### src/hdl/lsgcd_pkg.sv
package lsgcd_pkg;

  localparam int unsigned W = 64;
  localparam int unsigned LW = 6;

  typedef enum logic [3:0] {
    ST_IDLE,
    ST_CMP,
    ST_LEAD,
    ST_STEP,
    ST_FIN,
    ST_DIV,
    ST_MUL,
    ST_FIX,
    ST_OUT
  } state_t;

  function automatic logic [LW-1:0] lead_one(input logic [W-1:0] x);
    logic [LW-1:0] p;
    p = '0;
    for (int i = 0; i < W; i++) begin
      if (x[i]) p = LW'(i);
    end
    return p;
  endfunction

endpackage

### src/hdl/lsgcd_div.sv
module lsgcd_div (
  input  logic                    clk,
  input  logic                    rst,
  input  logic                    start,
  input  logic [lsgcd_pkg::W-1:0] num,
  input  logic [lsgcd_pkg::W-1:0] den,
  output logic                    done,
  output logic [lsgcd_pkg::W-1:0] quo
);
  import lsgcd_pkg::*;

  // restoring divider on magnitudes, one quotient bit per cycle
  logic [W-1:0] rem, q, d;
  logic [LW:0]  cnt;
  logic         busy;
  logic [W:0]   trial;

  assign trial = {rem, q[W-1]} - {1'b0, d};

  always_ff @(posedge clk) begin
    if (rst) begin
      busy <= 1'b0;
      done <= 1'b0;
    end else begin
      done <= 1'b0;
      if (start) begin
        busy <= 1'b1;
        cnt  <= '0;
        rem  <= '0;
        q    <= num;
        d    <= den;
      end else if (busy) begin
        if (!trial[W]) begin
          rem <= trial[W-1:0];
          q   <= {q[W-2:0], 1'b1};
        end else begin
          rem <= {rem[W-2:0], q[W-1]};
          q   <= {q[W-2:0], 1'b0};
        end
        cnt <= cnt + 1'b1;
        if (cnt == (LW+1)'(W - 1)) begin
          busy <= 1'b0;
          done <= 1'b1;
        end
      end
    end
  end

  assign quo = q;
endmodule

### config.mk
export PLATFORM = sky130hd
export DESIGN_NAME = lsgcd_div
export DESIGN_NICKNAME = d
export VERILOG_FILES = /design/src/hdl/lsgcd_pkg.sv /design/src/hdl/lsgcd_div.sv
export SDC_FILE = /design/constraint.sdc
export NUM_CORES = 1
export LEC_CHECK = 0
export BUFFER_PORTS_ARGS = -buffer_cell sky130_fd_sc_hd__buf_2
export CELL_PAD_IN_SITES_DETAIL_PLACEMENT = 0
export CELL_PAD_IN_SITES_GLOBAL_PLACEMENT = 1
export CORE_UTILIZATION = 45
export DETAILED_ROUTE_END_ITERATION = 8
export PLACE_DENSITY_LB_ADDON = 0.1
export SYNTH_ARGS = -nofsm -noshare
export SYNTH_HDL_FRONTEND = slang
export SYNTH_SLANG_ARGS = --single-unit
### constraint.sdc
create_clock -name clk -period 9.6 [get_ports clk]
set_input_delay 0.48 -clock clk [delete_from_list [all_inputs] [get_ports clk]]
set_output_delay 0.48 -clock clk [all_outputs]
set_load 0.03 [all_outputs]
==> qor.txt, run 1 <==
NumNets Final = 1437
Vias/cell = 5.32
Netlist cell types = 64
Slew HR = 35.3%
routed wire length per instance = 17.1 microns
CTS Buf Count = 24
r2r worst-path depth = 16
Skew-Pair Late Insertion Delay = 0.54 ns
Slowest cell on crit path = buf_4
dpl hpwl = 19700 microns
cell mode on critical path = a21oi_2
IO buf count = 195
Max Clock Freq = 211 MHz
CTS tree = built
Setup violations, final = 0
cell count after synthesis = 1062
Routed Antenna Nets = 0
cts repair resizes = 0
largest net degree at the start of global routing = 66
final setup margin = 4.85 ns
dominant cell type by area after synthesis = edfxtp_1
Worst setup SP type = register
Worst Setup SP = quo[63]
pre-CTS setup slack = 4.81 ns
CP cell instances = inv_1 > ha_1 > fa_1 > nor2b_1 > o211ai_2 > a31oi_1 > o21ai_1 > a211o_1 > a21oi_2 > a21oi_2 > o31ai_4 > nand4_1 > nand3_4 > buf_4 > mux2i_1 > nor2_1
critical path required time = 9.86 ns
initial antenna violation count = 2
Syn Nets = 1259
CP arrival = 5.01 ns
Yosys top cell area share = 50.3%
EDFF count, synth = 199
initial detailed-routing violation count = 476
Post-Synthesis Cell Area = 11900 sq um
Clk pin slew, worst setup/hold paths = 0.06 ns
sequential area share after synthesis = 50.6%
WS Path Type = register to register
hold_buf cts = 0
number of remaining DRC errors = 0
critical-path maximum fanout = 54
chip width = 164 microns
CTS root buf = clkbuf_16
RR Endpoint = rem[39]
max_cap viols = 0
Core Rows = 59
HP Class = primary input to register
Ys Warns = 0
top cells by area, synth = edfxtp_1 (50%), ha_1 (6.8%), mux2_2 (6.0%)
R2R Setup Slk = 4.85 ns
clock skew = 0.00989 ns
ys flop type = edfxtp_1
status = completed
Final min period = 4.75 ns
Antenna diodes = 0
Tightest Pin Transition = 0.968 ns
Hold Violations, Final = 0
Final Max Slew Viols = 0
CTS H-tree lvls = 1
leakage power total = 0.00593 uW
Vias = 8464
Chip Height = 164 microns
Post-CTS Setup Inserts = 0
endpoint class of the critical path = register
grt total ovfl = 0
Max clock buf depth = 3
area growth from synthesis to layout = 16.9%
fin cells = 1591
global-route wire length before repair = 43600 microns
Initial Util = 45.7%
share of layout cells above drive strength 1 = 25.3%
cell depth of the worst hold path = 1
Yosys reg bits = 201
vias in the first global route = 8444
startpoint of the tightest hold check path = den[38]
RSZ-0062 raised after global routing = no
GRT Overall Usage = 20.3%
first drt pass iteration count = 5
hold endpoint = d[38]
# IOs = 196
setup TNS = 0 ns
clk sinks = 201
slowest cell delay on critical path = 0.72 ns
core area = 26000 sq um
Die Area = 27100 sq um
Hold Slack = 0.116 ns
global placement routability congestion = 0.856
reg2reg start = quo[63]
Final Routed Wirelength = 27200 microns
VDD IR max = 0.000160 V
syn avg cell area = 11.2 sq um
Synth async-reset ratio = 0%
pwr/cell area = 198 nW/um^2
placed cells = 1549
period utilization = 49.5%
-- flip-flops by register name, summed over array words and instances (netlist names) --
register	flops
d	64
quo	64
rem	64
cnt	7
busy	1
done	1
-- through the flow --
step / cell area, sq um / utilization (%) / power, uW
4_1_cts: 13900 / 53.5 / 2790
3_3_place_gp: 13100 / 50.4 / 1850
2_1_floorplan: 11900 / - / 1690
6_report: 13900 / 53.5 / 2750
5_1_grt: 13900 / 53.5 / 2900
3_5_place_dp: 13100 / 50.4 / 1860
-- worst max-delay path, delay by kind of cell (launching register included) --
| kind | cells | cell delay, ns |
|---|---|---|
| AOI/OAI and AO/OA | 7 | 1.55 |
| adders and majority gates | 2 | 0.61 |
| buffers and inverters | 2 | 0.77 |
| DFF | 1 | 0.36 |
| muxes | 1 | 0.27 |
| and+or+nand+nor | 4 | 0.76 |
-- cells in the final DEF (no fill, tap or decap), types with 5 or more instances in the layout --
cell type and n:
edfxtp_1 199, buf_2 194, nor2_1 101, inv_1 78, a21oi_1 77, nand2_1 65
ha_1 65, mux2_2 63, mux2i_1 57, o21ai_0 42, xnor2_1 38, a21o_1 31
xor2_1 25, clkbuf_16 24, nand4_1 18, o21a_1 14, nand3_1 14, a31oi_1 11
nor3_1 10, nor2b_1 9, o21bai_1 8, buf_4 7, nand2b_1 6, nor4_1 5
o21ai_1 5, a211o_1 5, nand3b_1 5, clkinv_2 5
-- synth_stat cells, types with 4 or more instances --
master,count
o21a_1,14
and3_1,4
buf_1,6
clkbuf_1,28
mux2_2,63
a21oi_1,77
o21ai_1,5
inv_1,78
or3_1,4
xor2_1,25
nor4_1,5
a31oi_1,11
o21ai_0,42
nor2_1,102
nand4_1,18
nand3b_1,5
xnor2_1,38
edfxtp_1,199
nand2b_1,6
nor2b_1,10
a211o_1,5
ha_1,65
mux2i_1,57
o21bai_1,8
a21o_1,31
buf_2,7
nor3_1,10
nand2_1,65
nand3_1,14
-- power by group --
| group | switching (uW) | internal (uW) | total, uW |
|---|---|---|---|
| combinational | 433 | 305 | 738 |
| clock | 372 | 542 | 915 |
| sequential | 35.9 | 1060 | 1100 |
-- worst max-delay path by stage --
stage                          to  slack (ns)
final                     rem[39]        4.85
after global placement    rem[38]        5.02
after global routing      rem[55]        4.45
after floorplan            cnt[0]        2.52
after detailed placement  rem[38]        4.81
after CTS                 rem[38]        4.79
-- cells by family after synthesis --
group | share of synthesized area (%)
muxes | 10.8
AOI/OAI and AO/OA | 12.6
and+or+nand+nor | 9.79
xor gates and xnor gates | 4.64
DFF | 50.6
buffers and inverters | 4.52
adders and majority gates | 7.01
-- layout make-up --
type / count / area (sq um)
fillers: 2392 / 12100
well taps: 335 / 419
clock buffers: 28 / 616
multi-input cells: 734 / 5350
repair buffers: 201 / 1020
flip-flops and latches: 201 / 6020
inverters: 78 / 293
clock inverters: 14 / 176
-- metal layers --
metal | up-vias | track usage, % | share of wire (%)
li1 | 4238 | - | -
met3 | 31 | 5.22 | 6.7
met5 | - | 0 | 0.096
met1 | 3973 | 28.0 | 47
met4 | 4 | 4.13 | 1.7
met2 | 218 | 32.2 | 44
Power figures use the tool's default switching activity.
==> run 2: changes to the inputs <==
==> constraint.sdc (replaced) <==
create_clock -name clk -period 4.8 [get_ports clk]
set_input_delay 0.24 -clock clk [delete_from_list [all_inputs] [get_ports clk]]
set_output_delay 0.24 -clock clk [all_outputs]
set_load 0.03 [all_outputs]
==> run 2 against run 1 <==
Net effect: setup slack got worse by 4.2 ns; global-route usage rose by 0.90 points; clock power rose by 120%; clock-buffer cell count rose by 5; highest routed layer is now met4; sequential cell count did not move.
==> qor.txt, run 2 (synthesis results as in run 1) <==
status = completed
Sequential Area = 6020 sq um (unchanged)
CP arrival = 4.45 ns (-0.56 ns)
share of layout cells above drive strength 1 = 23.3% (-2.0 points)
cts repair resizes = 0 (unchanged)
Final Max Slew Viols = 0 (unchanged)
initial detailed-routing violation count = 450 (-5.5%)
Die Area = 27100 sq um (unchanged)
fillers = 2264 (-5.4%)
placed cells = 1549 (unchanged)
area growth from synthesis to layout = 28.6%
R2R Setup Slk = 0.60 ns (-4.25 ns)
number of remaining DRC errors = 0 (unchanged)
RSZ-0062 raised after global routing = no
Tightest Pin Transition = 1.02 ns (+0.0541 ns)
Setup violations, final = 0 (unchanged)
Vias/cell = 5.24 (-1.5%)
most frequent cells in the layout = edfxtp_1 (199), buf_2 (194), dlygate4sd3_1 (127)
CTS Buf Count = 26 (+8.3%)
Antenna diodes = 0 (unchanged)
CTS H-tree lvls = 1 (unchanged)
endpoint class of the critical path = register
area occupied by multi-input gates = 5350 sq um (unchanged)
Skew-Pair Late Insertion Delay = 0.55 ns (about the same)
pwr/cell area = 377 nW/um^2 (+90%)
critical-path maximum fanout = 34 (-37%)
critical path required time = 5.05 ns (-4.81 ns)
Core Rows = 59 (unchanged)
Initial Util = 45.7% (unchanged)
first drt pass iteration count = 5 (unchanged)
core area = 26000 sq um (unchanged)
IO buf count = 195 (unchanged)
Routed Antenna Nets = 0 (unchanged)
vias in the first global route = 9234 (+9.4%)
post-route cell area = 15300 sq um (+10%)
clock skew = 0.0176 ns (+0.00769 ns)
HP Class = primary input to register
fin cells = 1724 (+8.4%)
largest net degree at the start of global routing = 89 (+35%)
Max clock buf depth = 3 (unchanged)
initial antenna violation count = 0 (-2)
Max Clock Freq = 238 MHz (+13%)
grt total ovfl = 0 (unchanged)
cell area after placement = 13100 sq um (about the same)
Hold Violations, Final = 0 (unchanged)
max_cap viols = 0 (unchanged)
Vias = 9038 (+6.8%)
Worst setup SP type = register
Final Routed Wirelength = 28300 microns (+4.1%)
chip width = 164 microns (unchanged)
final setup margin = 0.602 ns (-4.25 ns)
global placement routability congestion = 0.839 (-2.1%)
period utilization = 87.5% (+38 points)
cell depth of the worst hold path = 2 (+1)
GRT Overall Usage = 21.2% (+0.90 points)
VDD IR max = 0.000329 V (+110%)
commonest non-fill, non-tap cell in the layout = edfxtp_1
setup TNS = 0 ns (unchanged)
Final min period = 4.20 ns (-0.550 ns)
WS Path Type = register to register
leakage power total = 0.00652 uW (+9.9%)
dpl hpwl = 19500 microns (-0.93%)
pre-CTS setup slack = 0.583 ns (-4.23 ns)
# IOs = 196 (unchanged)
CTS tree = built
Chip Height = 164 microns (unchanged)
routed wire length per instance = 16.4 microns (-3.9%)
r2r worst-path depth = 16 (unchanged)
Clk pin slew, worst setup/hold paths = 0.06 ns (about the same)
CTS root buf = clkbuf_16
global-route wire length before repair = 45800 microns (+5.0%)
NumNets Final = 1566 (+9.0%)
Slew HR = 31.9% (-3.5 points)
clk sinks = 201 (unchanged)
-- run 2: layout make-up --
cell class	count	area share, %
clock buffer	33	4.63
clock inverter	15	1.22
tap	335	2.74
inverter	78	1.92
multi-input combinational	734	35.0
timing repair buffer	328	15.1
sequential	201	39.4
-- run 2: through the flow --
step / total power [uW] / utilization [%] / hold slack [ns]
3_3_place_gp: 3700 / 50.5 / 0.417
3_5_place_dp: 3710 / 50.5 / 0.418
5_1_grt: 6060 / 58.8 / 0.0149
6_report: 5760 / 58.8 / 0.0285
2_1_floorplan: 3380 / - / 0.319
4_1_cts: 5820 / 58.8 / 0.00890
-- run 2: power by group --
part	total [uW]	internal, uW	switching, uW
registers	2200	2120	70.6
clock network	2000	1210	791
logic	1560	680	881
-- run 2: path summary, 6_finish.rpt --
path / startpoint / end
max: quo[63] / rem[21]
min: num[39] / quo[39]
max reg2reg: quo[63] / rem[21]
min reg2reg: busy / done
-- run 2: worst max-delay path: stages (launching register included) --
cell and delay [ns]:
edfxtp_1 0.36, inv_1 0.05, ha_1 0.21, fa_1 0.40, nor2b_1 0.20, o211ai_2 0.12
a31oi_1 0.24, o21ai_1 0.10, a211o_1 0.29, a21oi_2 0.29, a21oi_2 0.14, o31ai_4 0.35
nand4_1 0.19, nand3_4 0.11, buf_4 0.51, mux2i_1 0.26, nor2_1 0.06
-- run 2: routing by layer --
layer | wire length [microns] | vias to the layer above | global-route usage (%) | share of wire [%]
met5 | 0 | - | 0 | 0
met4 | 660 | 0 | 5.63 | 2.3
met3 | 1610 | 43 | 4.39 | 5.7
met2 | 12900 | 243 | 34.7 | 45
met1 | 13200 | 4259 | 28.6 | 47
li1 | - | 4493 | - | -
-- run 2: what timing repair did --
item / in CTS / in global routing
setup buffers: 0 / 0
hold endpoints to repair: 127 / 0
hold buffers: 127 / 0
==> run 3: changes to the inputs <==
--- a/config.mk
+++ b/config.mk
@@ -8,6 +8,7 @@
 export BUFFER_PORTS_ARGS = -buffer_cell sky130_fd_sc_hd__buf_2
 export CELL_PAD_IN_SITES_DETAIL_PLACEMENT = 0
 export CELL_PAD_IN_SITES_GLOBAL_PLACEMENT = 1
+export CORE_MARGIN = 5
 export CORE_UTILIZATION = 45
 export DETAILED_ROUTE_END_ITERATION = 8
 export PLACE_DENSITY_LB_ADDON = 0.1
==> run 3 against run 2 <==
Net effect: critical path depth stayed put; critical endpoint is now rem[15]; setup slack got worse by 0.094 ns; fmax is 2.2% lower; core utilization down 1.0 points.
==> qor.txt, run 3 (synthesis results as in run 1) <==
slowest cell delay on critical path = 0.41 ns (-0.10 ns)
CTS root buf = clkbuf_16
hold endpoint = quo[19]
endpoint class of the critical path = register
critical path required time = 5.03 ns (-0.02 ns)
cell depth of the worst hold path = 2 (unchanged)
commonest non-fill, non-tap cell in the layout = edfxtp_1
leakage power total = 0.00641 uW (-1.8%)
Tightest Pin Transition = 1.01 ns (-0.0127 ns)
clk sinks = 201 (unchanged)
Final Routed Wirelength = 29900 microns (+5.7%)
RSZ-0062 raised after global routing = no
Max clock buf depth = 3 (unchanged)
CTS H-tree lvls = 1 (unchanged)
cell mode on critical path = a21oi_2
Sequential Area = 6020 sq um (unchanged)
status = completed
Die Area = 29700 sq um (+10%)
clock skew = 0.0200 ns (+0.00244 ns)
critical-path maximum fanout = 37 (+8.8%)
Max Clock Freq = 233 MHz (-2.2%)
CTS Buf Count = 24 (-7.7%)
global placement routability congestion = 0.846 (+0.85%)
GRT Overall Usage = 19.9% (-1.3 points)
Post-CTS Setup Inserts = 0 (unchanged)
Final Max Slew Viols = 0 (unchanged)
R2R Setup Slk = 0.51 ns (-0.09 ns)
most frequent cells in the layout = edfxtp_1 (199), buf_2 (194), dlygate4sd3_1 (120)
routed wire length per instance = 17.5 microns (+6.3%)
max_cap viols = 0 (unchanged)
Slowest cell on crit path = fa_1
WS Path Type = register to register
HP Class = primary input to register
setup TNS = 0 ns (unchanged)
Skew-Pair Late Insertion Delay = 0.53 ns (-0.02 ns)
startpoint of the tightest hold check path = num[19]
Chip Height = 172 microns (+4.9%)
reg2reg start = quo[63]
chip width = 172 microns (+4.9%)
Initial Util = 45.6% (-0.13 points)
area occupied by multi-input gates = 5350 sq um (unchanged)
placed cells = 1549 (unchanged)
period utilization = 89.4% (+2.0 points)
CTS tree = built
fillers = 2248 (-0.71%)
fin cells = 1713 (-0.64%)
VDD IR max = 0.000320 V (-2.7%)
Core Rows = 59 (unchanged)
share of layout cells above drive strength 1 = 22.7% (-0.67 points)
initial detailed-routing violation count = 401 (-11%)
largest net degree at the start of global routing = 87 (-2.2%)
global-route wire length before repair = 48100 microns (+5.0%)
Worst setup SP type = register
vias in the first global route = 9248 (+0.15%)
Vias = 9066 (+0.31%)
Hold Violations, Final = 0 (unchanged)
Slew HR = 32.7% (+0.85 points)
initial antenna violation count = 1 (+1)
grt total ovfl = 0 (unchanged)
IO buf count = 195 (unchanged)
first drt pass iteration count = 4 (-1)
RR Endpoint = rem[15]
number of remaining DRC errors = 0 (unchanged)
Routed Antenna Nets = 0 (unchanged)
pre-CTS setup slack = 0.494 ns (-0.0884 ns)
Clk pin slew, worst setup/hold paths = 0.06 ns (about the same)
Vias/cell = 5.29 (+0.95%)
Setup violations, final = 0 (unchanged)
area growth from synthesis to layout = 26.7%
NumNets Final = 1557 (-0.57%)
CP arrival = 4.52 ns (+0.07 ns)
CP cell instances = inv_1 > ha_1 > fa_1 > nor2b_1 > o211ai_2 > a31oi_1 > o21ai_1 > a211o_1 > a21oi_2 > a21oi_2 > o31ai_4 > nand4_1 > nand3_4 > buf_12 > mux2i_1 > nor2_1
Final min period = 4.29 ns (+0.0945 ns)
# IOs = 196 (unchanged)
pwr/cell area = 362 nW/um^2 (-3.9%)
final setup margin = 0.508 ns (-0.0945 ns)
core area = 26100 sq um (+0.28%)
dpl hpwl = 20800 microns (+6.4%)
Hold Slack = 0.0317 ns (+0.00319 ns)
r2r worst-path depth = 16 (unchanged)
==> run 3: layer usage <==
metal | global-route usage [%] | share of wire, % | up-vias
met1 | 27.5 | 46 | 4328
met2 | 32.2 | 46 | 226
met4 | 4.10 | 1.8 | 0
met3 | 5.01 | 6.2 | 32
li1 | - | - | 4480
met5 | 0 | 0 | -
==> run 3: worst max-delay path by stage <==
stage | depth (start not counted) | startpoint | endpoint
finish | 16 | quo[63] | rem[15]
detailed placement | 16 | quo[63] | rem[31]
floorplan | 3 | start | cnt[0]
global placement | 16 | quo[63] | rem[53]
global route | 16 | quo[63] | rem[23]
CTS | 16 | quo[63] | rem[50]
==> run 3: timing repair <==
item | 4_1_cts | 5_1_grt
hold endpoints to repair | 119 | 1
resized for setup | 0 | 0
hold buffers | 119 | 1
==> run 3: report_power, final <==
part	switching, uW	internal, uW	total (uW)
clock	738	945	1680
sequential	72.1	2120	2200
combinational	888	682	1570
total	1700	3750	5450
==> run 3: layout make-up <==
class                   count  area share, %
flip-flops and latches    201           40.0
clock inverters             9          0.474
multi-input cells         734           35.6
diodes                      1         0.0166
repair buffers            321           14.9
inverters                  78           1.95
well taps                 335           2.79
clock buffers              34           4.31
==> run 3: metrics by stage <==
step	instance area, sq um	util, %	power, uW
2_1_floorplan	11900	-	3380
3_3_place_gp	13100	50.4	3710
3_5_place_dp	13100	50.4	3720
4_1_cts	15000	57.7	5500
5_1_grt	15000	57.8	5760
6_report	15000	57.8	5450
==> run 3: worst max-delay path: cells and delay by family, from the launching register on <==
family,cells,cell delay (ns)
AO/OA/AOI/OAI,7,1.58
AND/OR/NAND/NOR,4,0.80
adder cells (fa/ha/maj),2,0.63
flip-flops,1,0.37
buffers and inverters,2,0.37
multiplexers,1,0.23
